==> src/sv/atrp_pkg.sv <==
`default_nettype none

package atrp_pkg;

	localparam int ANG_W = 26;
	localparam int TABLE_LEN = 24;
	localparam int FRAC_SH = 16;
	localparam int OUT_SH = 9;
	localparam logic signed [ANG_W-1:0] HALF_TURN_Q16 = 26'sd11796480;
	localparam logic signed [ANG_W-1:0] ROUND_HALF = 26'sd256;
	localparam logic signed [ANG_W-1:0] ROLL_LIMIT = 26'sd23040;
	localparam logic signed [ANG_W-1:0] PITCH_LIMIT = 26'sd11520;

	// atan(2^-i) in 2^-16 degree
	function automatic logic signed [ANG_W-1:0] atan_q16(input int i);
		logic signed [ANG_W-1:0] r;
		case (i)
			0: r = 26'sd2949120;
			1: r = 26'sd1740967;
			2: r = 26'sd919879;
			3: r = 26'sd466945;
			4: r = 26'sd234379;
			5: r = 26'sd117304;
			6: r = 26'sd58666;
			7: r = 26'sd29335;
			8: r = 26'sd14668;
			9: r = 26'sd7334;
			10: r = 26'sd3667;
			11: r = 26'sd1833;
			12: r = 26'sd917;
			13: r = 26'sd458;
			14: r = 26'sd229;
			15: r = 26'sd115;
			16: r = 26'sd57;
			17: r = 26'sd29;
			18: r = 26'sd14;
			19: r = 26'sd7;
			20: r = 26'sd4;
			21: r = 26'sd2;
			22: r = 26'sd1;
			default: r = '0;
		endcase
		return r;
	endfunction

endpackage

`default_nettype wire

==> src/sv/atrp_sqrt_cell.sv <==
`default_nettype none

module atrp_sqrt_cell #(
	parameter int SQ_W = 28,
	parameter int R_W = 30,
	parameter int P = 0,
	parameter int SIDE_W = 1
) (
	input  logic              clk,
	input  logic              arst_n,
	input  logic              en,
	input  logic [SQ_W-1:0]   sq_i,
	input  logic [R_W+2:0]    rem_i,
	input  logic [R_W-1:0]    root_i,
	input  logic [SIDE_W-1:0] side_i,
	output logic [SQ_W-1:0]   sq_o,
	output logic [R_W+2:0]    rem_o,
	output logic [R_W-1:0]    root_o,
	output logic [SIDE_W-1:0] side_o
);
	import atrp_pkg::*;

	localparam int N_W = SQ_W + 2 * FRAC_SH;

	logic [N_W-1:0]    n_full;
	logic [R_W+2:0]    rem_sh;
	logic [R_W+2:0]    trial;
	logic              take;
	logic [SQ_W-1:0]   sq_q;
	logic [R_W+2:0]    rem_q;
	logic [R_W-1:0]    root_q;
	logic [SIDE_W-1:0] side_q;

	assign n_full = {sq_i, {(2 * FRAC_SH){1'b0}}};
	assign rem_sh = {rem_i[R_W:0], n_full[2*P+1 -: 2]};
	assign trial = {1'b0, root_i, 2'b01};
	assign take = rem_sh >= trial;

	always_ff @(posedge clk or negedge arst_n) begin
		if (!arst_n) begin
			side_q <= '0;
		end else if (en) begin
			side_q <= side_i;
		end
	end

	always_ff @(posedge clk) begin
		if (en) begin
			sq_q <= sq_i;
			rem_q <= take ? rem_sh - trial : rem_sh;
			root_q <= {root_i[R_W-2:0], take};
		end
	end

	assign sq_o = sq_q;
	assign rem_o = rem_q;
	assign root_o = root_q;
	assign side_o = side_q;

endmodule

`default_nettype wire

==> config.mk <==
export PLATFORM = sky130hd
export DESIGN_NAME = atrp_sqrt_cell
export DESIGN_NICKNAME = d
export VERILOG_FILES = /design/src/sv/atrp_pkg.sv /design/src/sv/atrp_sqrt_cell.sv
export SDC_FILE = /design/constraint.sdc
export NUM_CORES = 1
export LEC_CHECK = 0
export ABC_AREA = 0
export BUFFER_PORTS_ARGS = -buffer_cell sky130_fd_sc_hd__buf_2
export CAP_MARGIN = 40
export CORE_MARGIN = 10
export CORE_UTILIZATION = 46
export DETAILED_ROUTE_END_ITERATION = 10
export PLACE_DENSITY = 0.83
export SETUP_SLACK_MARGIN = 0.02
export SLEW_MARGIN = 20
export SYNTH_ARGS = -nofsm -noshare
export SYNTH_HDL_FRONTEND = slang
export SYNTH_SLANG_ARGS = --single-unit
==> constraint.sdc <==
create_clock -name clk -period 1 [get_ports clk]
set_input_delay 0.05 -clock clk [delete_from_list [all_inputs] [get_ports clk]]
set_output_delay 0.05 -clock clk [all_outputs]
set_load 0.005 [all_outputs]
Word level (Yosys, flattened, before mapping)
Index checks and enable logic that the tools add are counted.
W data, S select, Z words.
{"block": "word_totals", "ff_bits": 92, "inputBits": 95, "output_inout_bits": 92, "wordCells": 8}
{"block": "op_classes", "addsub": 1, "n_lt_le_gt_ge": 1, "muxes": 1}
{"cell": "$ge A33 B32 Y1", "count": 1}
{"cell": "$mux W33", "count": 1}
{"cell": "$sub A33 B32 Y33", "count": 1}

Longest topological paths before layout
{"block": "logic_depth", "depth_word": 2, "depth_mapped": 12}

Least setup slack after synthesis
OpenSTA, ideal clock, no wires.
{"block": "synth_timing", "kind": "input to register", "start": "input port root_i[0]", "end": "register rem_q[18] (netlist: rem_o[18]), data pin", "setup_ns": 0.258, "arrival_time_ns": 2.120, "t_required_ns": 0.742, "setup_slack_ns": -1.378, "stages": 12, "path_buffers": 0, "cell_sequence": "inv_1 ha_1 inv_1 fa_1 nand2b_1 a21o_1 and2_4 a2111oi_4 o2111ai_1 a31oi_1 xnor2_1 a21oi_2"}
{"block": "synth_via", "elab_chain_cells": 2}
{"element": "start, declared", "line": "atrp_sqrt_cell.sv:14", "text": "input logic [R_W-1:0] root_i,"}
{"element": "$sub A33 B32 Y33 or $ge A33 B32 Y1 (tied branches)", "line": "atrp_sqrt_cell.sv:50, atrp_sqrt_cell.sv:37"}
{"element": "$mux W33 (*)", "line": "atrp_sqrt_cell.sv:50", "text": "rem_q <= take ? rem_sh - trial : rem_sh;"}
{"element": "end signal, assigned", "line": "atrp_sqrt_cell.sv:50"}
{"element": "end, declared", "line": "atrp_sqrt_cell.sv:30", "text": "logic [R_W+2:0] rem_q;"}
Mark *: on every way between the ends. The rest lies on a longest branch, timed or not.
A chain may end at the register's enable or synchronous reset.

Worst setup path after layout
Ends and elaborated chain as after synthesis.

==> results.json <==
{
  "final_critical_path_setup_slack_ns": -1.09,
  "timing_max_transition_violations_final": 0,
  "layout.cells.most_common": "sky130_fd_sc_hd__buf_2",
  "placementRows": 38,
  "post_route_cells_drive_above_1_share": 0.579,
  "drt.antenna.violating_nets": 0,
  "rrSetupSlack_ns": 0.22,
  "clkPwrFrac": 0.223,
  "worst_hold_path.num_cells": 2,
  "die_area_sq_mm": 0.0155,
  "port_buffers": 184,
  "layout.cells.most_common_list": "sky130_fd_sc_hd__buf_2 (165), sky130_fd_sc_hd__buf_4 (125), sky130_fd_sc_hd__edfxtp_1 (90), sky130_fd_sc_hd__dlygate4sd3_1 (63), sky130_fd_sc_hd__buf_6 (30)",
  "clk_root_buffer_cell": "sky130_fd_sc_hd__clkbuf_8",
  "drtIter0Drc": 328,
  "dr_total_vias": 5206,
  "antenna_found_initial": 1,
  "pwr-share-comb": 0.371,
  "max_freq_mhz": 478,
  "synth.lib_cells_used.distinct": 59,
  "fp.dieH_um": 125,
  "die_w_um": 125,
  "ys_dominant_reg_cell": "sky130_fd_sc_hd__edfxtp_1",
  "start_util": 0.466,
  "setup_viol": 34,
  "path_max_fanout": 2,
  "post-route-min-period_ns": 2.09,
  "cts.sink_count": 91,
  "grt_start_max_net_pins": 29,
  "critPathLaunchType": "input port",
  "launch_point_of_the_worst_reg_to_reg_path": "side_o",
  "wl_per_cell_um": 20.2,
  "layout_overhead_on_the_synthesized_area_pct": 81.9,
  "p_leak_uw": 0.00395,
  "report.final.hold_viol_count": 0,
  "clk-insertion-delay-late_ns": 0.38,
  "power_switching_share": 0.309,
  "floorplan.io_pins": 187,
  "vdd.ir_drop.worst_uv": 931,
  "violated_checks": "setup timing",
  "nNetsFinal": 959,
  "worst_r2r_path_depth": 1,
  "ctsLongestPathBuffers": 2,
  "p_int_uw": 8190,
  "endpoint_kind": "flop",
  "cp.arrival_ns": 2.22,
  "clock_skew_ns": 0,
  "grt_first_pass_wirelength_um": 29100,
  "postSynthNetCount": 565,
  "hold_start": "rem_i[3]",
  "design_power_total_uw": 11800,
  "run_status": "complete, but fails checks",
  "hpwlAfterDp_um": 12300,
  "worstHoldEndpoint": "rem_o[5]",
  "synth.cell_area_sq_mm": 0.00503,
  "yosysSeqAreaShare": 0.543,
  "num_cts_buffers": 9,
  "asr_flop_ratio_synth": 0.0110,
  "synth-warning-count": 0,
  "first_global_vias": 5494,
  "synthesis.area_per_instance_sq_um": 11.5,
  "reg2reg_to": "side_o",
  "cellPowerDensity_mw_per_mm2": 1300,
  "vias_per_cell": 5.32,
  "critPathRequiredTime_ns": 1.12,
  "critical_path_class": "in -> reg",
  "place.gp.congestion": 0.910,
  "switching_power_uw": 3660,
  "timing.max_cap.violations": 0,
  "gr-total-overflow": 0,
  "slew_headroom": 0.707,
  "dr_drc_count": 0,
  "hold_path.class": "in -> reg",
  "count_of_flip_flops_with_a_built_in_enable_after_synthesis": 90,
  "grt_setup_unrepaired": "yes",
  "grt.total_usage": 0.229,
  "clock_tree_from_tritoncts": "built",
  "design.core.area_sq_mm": 0.0108,
  "final.fill_count": 518,
  "syn-instance-count": 439,
  "holdWs_ns": 0.0125,
  "tcrit_tclk_final": 2.09,
  "drt_wl_total_um": 19800,
  "clk_pin_slew_ns": 0.09,
  "tightestPinTransition_ns": 0.438,
  "seq_power_share": 0.406,
  "ys_ff_latch": 91,
  "ctsHtreeMaxLevel": 3,
  "pre_cts_ws_ns": -1.54,
  "firstDrtPassIters": 7
}
cell families after synthesis:
kind of cell               share of synthesized area
AOI/OAI and AO/OA                              0.177
xor gates and xnor gates                      0.0436
adders and majority gates                     0.0786
buffers and inverters                         0.0468
DFF                                            0.543
muxes                                         0.0221
and+or+nand+nor                               0.0896
cells in the mapped netlist (5+ instances only):
library cell,n,share of area
sky130_fd_sc_hd__a21o_1,6,0.0090
sky130_fd_sc_hd__a21oi_1,50,0.050
sky130_fd_sc_hd__edfxtp_1,90,0.54
sky130_fd_sc_hd__ha_1,30,0.075
sky130_fd_sc_hd__inv_1,39,0.029
sky130_fd_sc_hd__mux2_1,5,0.011
sky130_fd_sc_hd__nand2_1,20,0.015
sky130_fd_sc_hd__nand3_1,8,0.0080
sky130_fd_sc_hd__nor2_1,47,0.035
sky130_fd_sc_hd__nor3_1,10,0.010
sky130_fd_sc_hd__o21ai_0,18,0.018
sky130_fd_sc_hd__o21ai_1,8,0.0080
sky130_fd_sc_hd__xnor2_1,20,0.035
sky130_fd_sc_hd__xor2_1,5,0.0087
state kept, by name, indices dropped and copies added, names as in the netlist:
name / count
sq_o: 28
rem_o: 32
root_o: 30
side_o: 1
cell type report:
class	instances	area, sq um	share of cell area
clock inverters	6	71.3	0.00780
repair buffers	396	2990	0.327
diodes	1	2.50	0.000274
inverters	40	193	0.0211
multi-input cells	295	2860	0.313
flip-flops and latches	91	2730	0.298
well taps	140	175	0.0192
clock buffers	10	128	0.0140
stage by stage:
stage	util	area, sq um	instances	setup TNS (ns)
final	0.847	9150	979	-31.59
after global routing	0.847	9140	978	-33.08
after CTS	0.823	8880	972	-31.09
after detailed placement	0.682	7360	871	-46.23
after global placement	0.682	7360	871	-44.55
after floorplan	-	5420	439	-32.77
how the worst max path moves through the flow:
stage / from / endpoint / cells past startpoint
2_1_floorplan: root_i[0] / rem_o[18] / 12
3_3_place_gp: root_i[0] / rem_o[18] / 13
3_5_place_dp: root_i[0] / rem_o[18] / 13
4_1_cts: root_i[0] / rem_o[18] / 13
5_1_grt: root_i[0] / rem_o[18] / 13
6_report: root_i[0] / rem_o[18] / 13
timing repair:
item | in CTS | in global routing
cloned | 4 | 0
hold buffers | 63 | 0
buffers inserted | 19 | 11
endpoints found under the hold margin | 62 | 0
resized for setup | 112 | 51
pin swaps | 33 | 34
setup endpoints to repair | 38 | 59
per-layer routing:
| layer | global-route usage | up-vias | part of all wire | routed length [um] |
|---|---|---|---|---|
| met4 | 0.0672 | 0 | 0.030 | 599 |
| met5 | 0 | - | 0 | 0 |
| li1 | - | 2398 | - | - |
| met2 | 0.413 | 245 | 0.52 | 10300 |
| met1 | 0.258 | 2514 | 0.38 | 7560 |
| met3 | 0.0613 | 49 | 0.068 | 1360 |
power by group through the flow:
stage / Sequential, uW / Combinational, uW / Clock, uW
after global placement: 4860 / 3220 / 0
final: 4810 / 4400 / 2640
after detailed placement: 4870 / 3310 / 0
after global routing: 4840 / 4700 / 2780
after CTS: 4790 / 4020 / 2600
after floorplan: 4940 / 1650 / 0
critical path, cell delays in order:
cell and delay (ns):
sky130_fd_sc_hd__buf_12 0.11, sky130_fd_sc_hd__inv_12 0.04, sky130_fd_sc_hd__ha_4 0.13, sky130_fd_sc_hd__inv_2 0.04, sky130_fd_sc_hd__fa_2 0.34, sky130_fd_sc_hd__nand2b_4 0.15, sky130_fd_sc_hd__a21o_1 0.20, sky130_fd_sc_hd__and2_4 0.16
sky130_fd_sc_hd__a2111oi_4 0.38, sky130_fd_sc_hd__o2111ai_2 0.14, sky130_fd_sc_hd__a31oi_1 0.22, sky130_fd_sc_hd__xnor2_1 0.16, sky130_fd_sc_hd__a21oi_2 0.08
Note: power is estimated with default switching activity, not from simulation.
