===== src/sv/atrp_pkg.sv =====
`default_nettype none

package atrp_pkg;

	localparam int ANG_W = 26;
	localparam int TABLE_LEN = 24;
	localparam int FRAC_SH = 16;
	localparam int OUT_SH = 9;
	localparam logic signed [ANG_W-1:0] HALF_TURN_Q16 = 26'sd11796480;
	localparam logic signed [ANG_W-1:0] ROUND_HALF = 26'sd256;
	localparam logic signed [ANG_W-1:0] ROLL_LIMIT = 26'sd23040;
	localparam logic signed [ANG_W-1:0] PITCH_LIMIT = 26'sd11520;

	// atan(2^-i) in 2^-16 degree
	function automatic logic signed [ANG_W-1:0] atan_q16(input int i);
		logic signed [ANG_W-1:0] r;
		case (i)
			0: r = 26'sd2949120;
			1: r = 26'sd1740967;
			2: r = 26'sd919879;
			3: r = 26'sd466945;
			4: r = 26'sd234379;
			5: r = 26'sd117304;
			6: r = 26'sd58666;
			7: r = 26'sd29335;
			8: r = 26'sd14668;
			9: r = 26'sd7334;
			10: r = 26'sd3667;
			11: r = 26'sd1833;
			12: r = 26'sd917;
			13: r = 26'sd458;
			14: r = 26'sd229;
			15: r = 26'sd115;
			16: r = 26'sd57;
			17: r = 26'sd29;
			18: r = 26'sd14;
			19: r = 26'sd7;
			20: r = 26'sd4;
			21: r = 26'sd2;
			22: r = 26'sd1;
			default: r = '0;
		endcase
		return r;
	endfunction

endpackage

`default_nettype wire


===== src/sv/atrp_cordic_cell.sv =====
`default_nettype none

module atrp_cordic_cell #(
	parameter int W = 33,
	parameter int STEP = 0,
	parameter int SIDE_W = 1
) (
	input  logic                            clk,
	input  logic                            arst_n,
	input  logic                            en,
	input  logic signed [W-1:0]             x_i,
	input  logic signed [W-1:0]             y_i,
	input  logic signed [atrp_pkg::ANG_W-1:0] z_i,
	input  logic [SIDE_W-1:0]               side_i,
	output logic signed [W-1:0]             x_o,
	output logic signed [W-1:0]             y_o,
	output logic signed [atrp_pkg::ANG_W-1:0] z_o,
	output logic [SIDE_W-1:0]               side_o
);
	import atrp_pkg::*;

	logic signed [W-1:0]     dx;
	logic signed [W-1:0]     dy;
	logic signed [ANG_W-1:0] ent;
	logic signed [W-1:0]     x_q;
	logic signed [W-1:0]     y_q;
	logic signed [ANG_W-1:0] z_q;
	logic [SIDE_W-1:0]       side_q;

	assign dx = y_i >>> STEP;
	assign dy = x_i >>> STEP;
	assign ent = atan_q16(STEP);

	always_ff @(posedge clk or negedge arst_n) begin
		if (!arst_n) begin
			side_q <= '0;
		end else if (en) begin
			side_q <= side_i;
		end
	end

	always_ff @(posedge clk) begin
		if (en) begin
			if (!y_i[W-1]) begin
				x_q <= x_i + dx;
				y_q <= y_i - dy;
				z_q <= z_i + ent;
			end else begin
				x_q <= x_i - dx;
				y_q <= y_i + dy;
				z_q <= z_i - ent;
			end
		end
	end

	assign x_o = x_q;
	assign y_o = y_q;
	assign z_o = z_q;
	assign side_o = side_q;

endmodule

`default_nettype wire


===== config.mk =====
export PLATFORM = sky130hd
export DESIGN_NAME = atrp_cordic_cell
export DESIGN_NICKNAME = d
export VERILOG_FILES = /design/src/sv/atrp_pkg.sv /design/src/sv/atrp_cordic_cell.sv
export SDC_FILE = /design/constraint.sdc
export NUM_CORES = 1
export LEC_CHECK = 0
export BUFFER_PORTS_ARGS = -buffer_cell sky130_fd_sc_hd__buf_2
export CORE_MARGIN = 4
export CORE_UTILIZATION = 45
export CTS_BUF_LIST = sky130_fd_sc_hd__clkbuf_2
export CTS_CLUSTER_SIZE = 25
export DETAILED_ROUTE_END_ITERATION = 12
export GPL_TIMING_DRIVEN = 1
export PLACE_DENSITY_LB_ADDON = 0.3
export SKIP_CTS_REPAIR_TIMING = 1
export SYNTH_ARGS = -nofsm -noshare
export SYNTH_HDL_FRONTEND = slang
export SYNTH_SLANG_ARGS = --single-unit
export TNS_END_PERCENT = 20

===== constraint.sdc =====
create_clock -name clk -period 1.9 [get_ports clk]
set_input_delay 0.285 -clock clk [delete_from_list [all_inputs] [get_ports clk]]
set_output_delay 0.285 -clock clk [all_outputs]
set_load 0.01 [all_outputs]

# Word-level counts from Yosys, hierarchy flattened

Cells that the tools add are included.

Add/sub/neg operators: 5
Multiplexer cells: 3

Operators by type and width:

| kind                                                                  | count |
|---|---|
| 33-bit 2-to-1 mux                                                     | 2 |
| 33-bit subtractor                                                     | 2 |
| 33-bit adder                                                          | 1 |
| 26-bit by 23-bit adder with 26-bit output, second input constant      | 1 |
| 26-bit 2-to-1 mux                                                     | 1 |
| 26-bit by 23-bit subtractor with 26-bit output, second input constant | 1 |

Bits in registers: 93
Input port bits: 96
Output and inout bits: 93

# Logic depth before layout (Yosys ltp)

Depth after elaboration: 2
Gate-level depth with buffers: 12

# Least setup slack after synthesis

OpenSTA, ideal clock, no wires.

Path kind: in2reg
Start: input port x_i[0]
End: register y_q[32] (netlist: y_o[32]) (data pin)
Setup time: 0.263 ns
Data arrival time: 2.752 ns
Setup slack: -1.115 ns
Stages on the path: 11
Path buffers: 0
Cell sequence: ha_1 -> fa_1 -> nand2b_1 -> a2111o_1 -> a21oi_1 -> or4_4 -> a211o_1 -> a311o_1 -> a211oi_2 -> a311oi_1 -> xnor2_1

Longest elaborated chain between the ends: 2
Elaborated cells on any way between the ends: 3
Classes of those cells: 2 x add/sub; 1 x mux

RTL lines:

| what                                              | line                                           | RTL |
|---|---|---|
| start: declaration                                | atrp_cordic_cell.sv:11                         | `input logic signed [W-1:0] x_i,` |
| 33-bit subtractor or 33-bit adder (tied branches) | atrp_cordic_cell.sv:46, atrp_cordic_cell.sv:50 |  |
| 33-bit 2-to-1 mux *                               | atrp_cordic_cell.sv:44                         | `if (!y_i[W-1]) begin` |
| end signal: assignment                            | atrp_cordic_cell.sv:46                         | `y_q <= y_i - dy;` |
| end signal: assignment                            | atrp_cordic_cell.sv:50                         | `y_q <= y_i + dy;` |
| end: declaration                                  | atrp_cordic_cell.sv:26                         | `logic signed [W-1:0] y_q;` |

Mark *: on every way between the ends. The rest lies on a longest branch, timed or not.
A chain may end at the register's enable or synchronous reset.

# Worst setup path in the final report

Start: input port x_i[0]
End: register x_q[32] (netlist: x_o[32]) (data pin)

Longest elaborated chain between the ends: 2
Elaborated cells on any way between the ends: 3
Classes of those cells: 2 x add/sub; 1 x mux

RTL lines:

| what                                              | line                                           | RTL |
|---|---|---|
| 33-bit adder or 33-bit subtractor (tied branches) | atrp_cordic_cell.sv:45, atrp_cordic_cell.sv:49 |  |
| 33-bit 2-to-1 mux *                               | atrp_cordic_cell.sv:44                         |  |
| end signal: assignment                            | atrp_cordic_cell.sv:45                         | `x_q <= x_i + dx;` |
| end signal: assignment                            | atrp_cordic_cell.sv:49                         | `x_q <= x_i - dx;` |
| end: declaration                                  | atrp_cordic_cell.sv:25                         | `logic signed [W-1:0] x_q;` |

Marked as above.

==> summary.md <==
| Metric | Value |
|---|---|
| Switching power | `about 0.003 W` |
| First-pass GRT wire length | `between 40000 and 50000 microns` |
| Clock Tree Buf Depth | `2` |
| Post-synth EDFFs | `slightly above 90` |
| Mapped cell area | `between 8000 and 9000 sq um` |
| TritonCTS clock tree | `yes` |
| Final #Nets | `between 1500 and 2000` |
| Initial core utilization | `46.0%` |
| Antenna viol nets, final | `0` |
| Layout area overhead | `52.6%` |
| WS Path Type | `in -> reg` |
| Syn avg cell area | `between 8 and 9 sq um` |
| Flop pwr share | `a little over a third` |
| Cell Area, Placed | `12500 sq um` |
| Detailed Route WL | `approximately 30000 microns` |
| Io pins | `approximately 190` |
| Fmax | `between 400 and 500 MHz` |
| Setup ws final | `-0.584 ns` |
| P_int | `around 0.0048 W` |
| Max-slew violations | `0` |
| Worst slew margin relative to its limit | `between 50% and 60%` |
| DR top layer | `met4` |
| Syn Nets | `1209` |
| Iter 0 DRT Violations | `approximately 730` |
| Synthesized netlist cell count | `1000` |
| Met3 Wirelength | `2180 microns` |
| Die width | `~150 microns` |
| Row Count | `50` |
| CP Capture Type | `flop` |
| Clock latency on the worst-skew pair | `between 0.6 and 0.7 ns` |
| CORE AREA | `around 19000 sq um` |
| Setup violations, final | `35` |
| Gr usage total | `26.4%` |
| DR vias | `9541` |
| Final Util | `a little over two thirds` |
| Failing checks | `setup timing` |
| Period minus WS final | `around 2.5 ns` |
| Status | `complete, but fails checks` |
| Initial antenna violation count | `1` |
| Dominant synthesized flop cell | `edfxtp_1` |
| Synth unique cells | `between 60 and 70` |
| Avg WL per Cell | `17.7 microns` |
| Vias in the first global route | `~9000` |
| Post-synthesis async set-or-reset flop share | `~1.1%` |
| Clock root cell | `clkbuf_2` |
| Worst-path clk slew | `between 0.3 and 0.4 ns` |
| VDD IR max | `266 uV` |
| Clock sink count | `92` |
| Gpl congestion | `about 0.99` |
| Total power | `roughly 0.0078 W` |
| Pre-CTS setup slack | `-1.37 ns` |
| Final hold violation count | `0` |
| Worst slew pin tran | `just over 0.7 ns` |
| Share of the synthesized area in the top cell type | `a little under a third` |
| DRC Markers | `0` |
| Vias per inst | `~5.4` |
| Design area | `approximately 13000 sq um` |
| WP data arrival | `around 3.0 ns` |
| Pin count of the biggest net entering global routing | `44` |
| Area leader, netlist | `edfxtp_1` |
| Data required, critical path | `roughly 2.4 ns` |
| Dpl hpwl | `about 24000 microns` |
| Met2 WL post-DR | `roughly 15000 microns` |
| Max cap viols | `0` |
| Worst-path fanout max | `4` |
| Port buffer count | `between 150 and 200` |
| Setup_tns | `-9.42 ns` |
| Worst Hold Class | `in -> reg` |
| RSZ-0062 raised after global routing | `yes` |
| Share of layout cells above drive strength 1 | `a little over two fifths` |
| Combinational Power Share | `49.6%` |
| TritonRoute pass-1 iters | `6` |
| Worst Clk Skew | `0 ns` |
| Die ar. | `~21000 sq um` |
| H-tree depth | `3` |
| Clock share of power | `between 10% and 20%` |
| Warning count from the yosys run | `0` |
| Yosys reg bits | `between 90 and 100` |
| Leakage power | `between 6 and 7 nW` |
| Sequential cell area fraction in the yosys report | `31.9%` |
| CTS Buf Count | `9` |
| Total global routing overflow | `0` |
| Synth top area cells | `edfxtp_1 32%, ha_1 16%, a21oi_1 7.1%` |
| Fin crit share | `131%` |
| Critical path launch point type | `primary input` |
| PD cells | `around 590 nW/um^2` |
| Die height | `about 150 microns` |
| Sw frac | `about two fifths` |
| WL met1 | `around 13000 microns` |
## area by class of cell
class | count | area (sq um)
diodes | 1 | 2.50
inverters | 109 | 437
clock inverters | 6 | 82.6
well taps | 234 | 293
clock buffers | 10 | 50.0
flip-flops and latches | 92 | 2760
repair buffers | 543 | 3720
fillers | 1512 | 5580
multi-input cells | 756 | 5840
## state kept, by name, indices dropped and copies added (netlist names)
| register | flops |
|---|---|
| x_o | 32 |
| z_o | 26 |
| side_o | 1 |
| y_o | 33 |
## placed cells by master (no fill, tap or decap), types with 5 or more instances in the layout
| cell | count |
|---|---|
| edfxtp_1 | 91 |
| nor2b_1 | 10 |
| a21oi_2 | 19 |
| a211o_1 | 5 |
| mux2i_1 | 10 |
| o21ai_2 | 6 |
| o21ai_0 | 50 |
| buf_2 | 182 |
| nand2b_1 | 7 |
| ha_1 | 94 |
| o211ai_1 | 6 |
| inv_1 | 101 |
| ha_4 | 13 |
| dlygate4sd3_1 | 22 |
| xnor2_1 | 61 |
| nor4_1 | 7 |
| buf_4 | 333 |
| nand2_1 | 56 |
| o31ai_1 | 11 |
| nand3_1 | 14 |
| a21o_1 | 25 |
| nand3b_1 | 5 |
| o21a_1 | 9 |
| clkbuf_2 | 10 |
| o21bai_1 | 13 |
| a21oi_1 | 101 |
| xor2_1 | 9 |
| o21ai_1 | 12 |
| a211oi_2 | 6 |
| nor2_1 | 85 |
| a211oi_1 | 7 |
| nor3_1 | 16 |
| nand4_1 | 10 |
## logic make-up (layout without fill, tap and decap cells)
| group | Yosys count | count (layout) | synth area share [%] |
|---|---|---|---|
| AOI/OAI and AO/OA | 323 | 323 | 23.3 |
| and+or+nand+nor | 238 | 238 | 12.9 |
| buffers and inverters | 152 | 668 | 6.72 |
| adders and majority gates | 113 | 113 | 16.7 |
| DFF | 92 | 92 | 31.9 |
| xor gates and xnor gates | 71 | 71 | 7.20 |
| muxes | 11 | 11 | 1.29 |
| other | 0 | 1 | 0 |
## Yosys cell counts, types with 3 or more instances
library cell and count:
a21oi_1 122, ha_1 109, inv_1 109, edfxtp_1 91
nor2_1 86, o21ai_0 68, xnor2_1 62, nand2_1 57
a21o_1 25, clkbuf_1 25, nor3_1 17, buf_1 14
nand3_1 14, o21bai_1 14, o31ai_1 13, a211oi_1 12
nor2b_1 12, mux2i_1 10, nand4_1 10, nor4_1 10
o21a_1 9, xor2_1 9, nand2b_1 7, o211ai_1 6
a2111oi_0 5, a211o_1 5, and3_1 5, nand3b_1 5
o22ai_1 5, a22oi_1 4, a31oi_1 4, and2_1 4
fa_1 4, a311oi_1 3, or2_2 3
## metrics by stage
step,hold slack (ns),cells
4_1_cts,-0.674,1723
5_1_grt,0.0225,1751
6_report,0.0377,1751
3_3_place_gp,0.0597,1707
3_5_place_dp,0.0608,1707
2_1_floorplan,-0.0106,1000
## power groups by stage
stage	Sequential [W]	Clock, W	Combinational, W
after global routing	0.00276	0.00130	0.00414
after CTS	0.00273	0.00120	0.00364
final	0.00273	0.00120	0.00386
after detailed placement	0.00277	0	0.00362
after floorplan	0.00294	0	0.00166
after global placement	0.00276	0	0.00356
## critical path: stages
cell,delay [ns]
buf_8,0.11
ha_4,0.16
fa_2,0.36
nand2b_1,0.11
a2111o_1,0.19
a21oi_2,0.07
or4_4,0.43
a211o_1,0.27
a311o_1,0.35
a211oi_2,0.32
a211oi_2,0.13
xor2_1,0.17
## metal layers
metal,up-vias,GRT usage [%]
li1,4584,-
met1,4466,35.0
met2,424,43.9
met3,67,4.41
met4,0,8.75
met5,-,0
## path summary, 6_finish.rpt
kind / slack [ns] / start / cells past startpoint / end
max: -0.58 / x_i[0] / 12 / x_o[32]$_DFFE_PP_
min: 0.04 / z_i[25] / 3 / z_o[25]$_DFFE_PP_
max reg2reg: 1.12 / side_o$_DFFE_PN0P_ / 1 / side_o$_DFFE_PN0P_
min reg2reg: 0.58 / side_o$_DFFE_PN0P_ / 1 / side_o$_DFFE_PN0P_
max in group asynchronous: 1.36 / arst_n / 3 / side_o$_DFFE_PN0P_
min in group asynchronous: 0.44 / arst_n / 3 / side_o$_DFFE_PN0P_
Note: power is estimated with default switching activity, not from simulation.
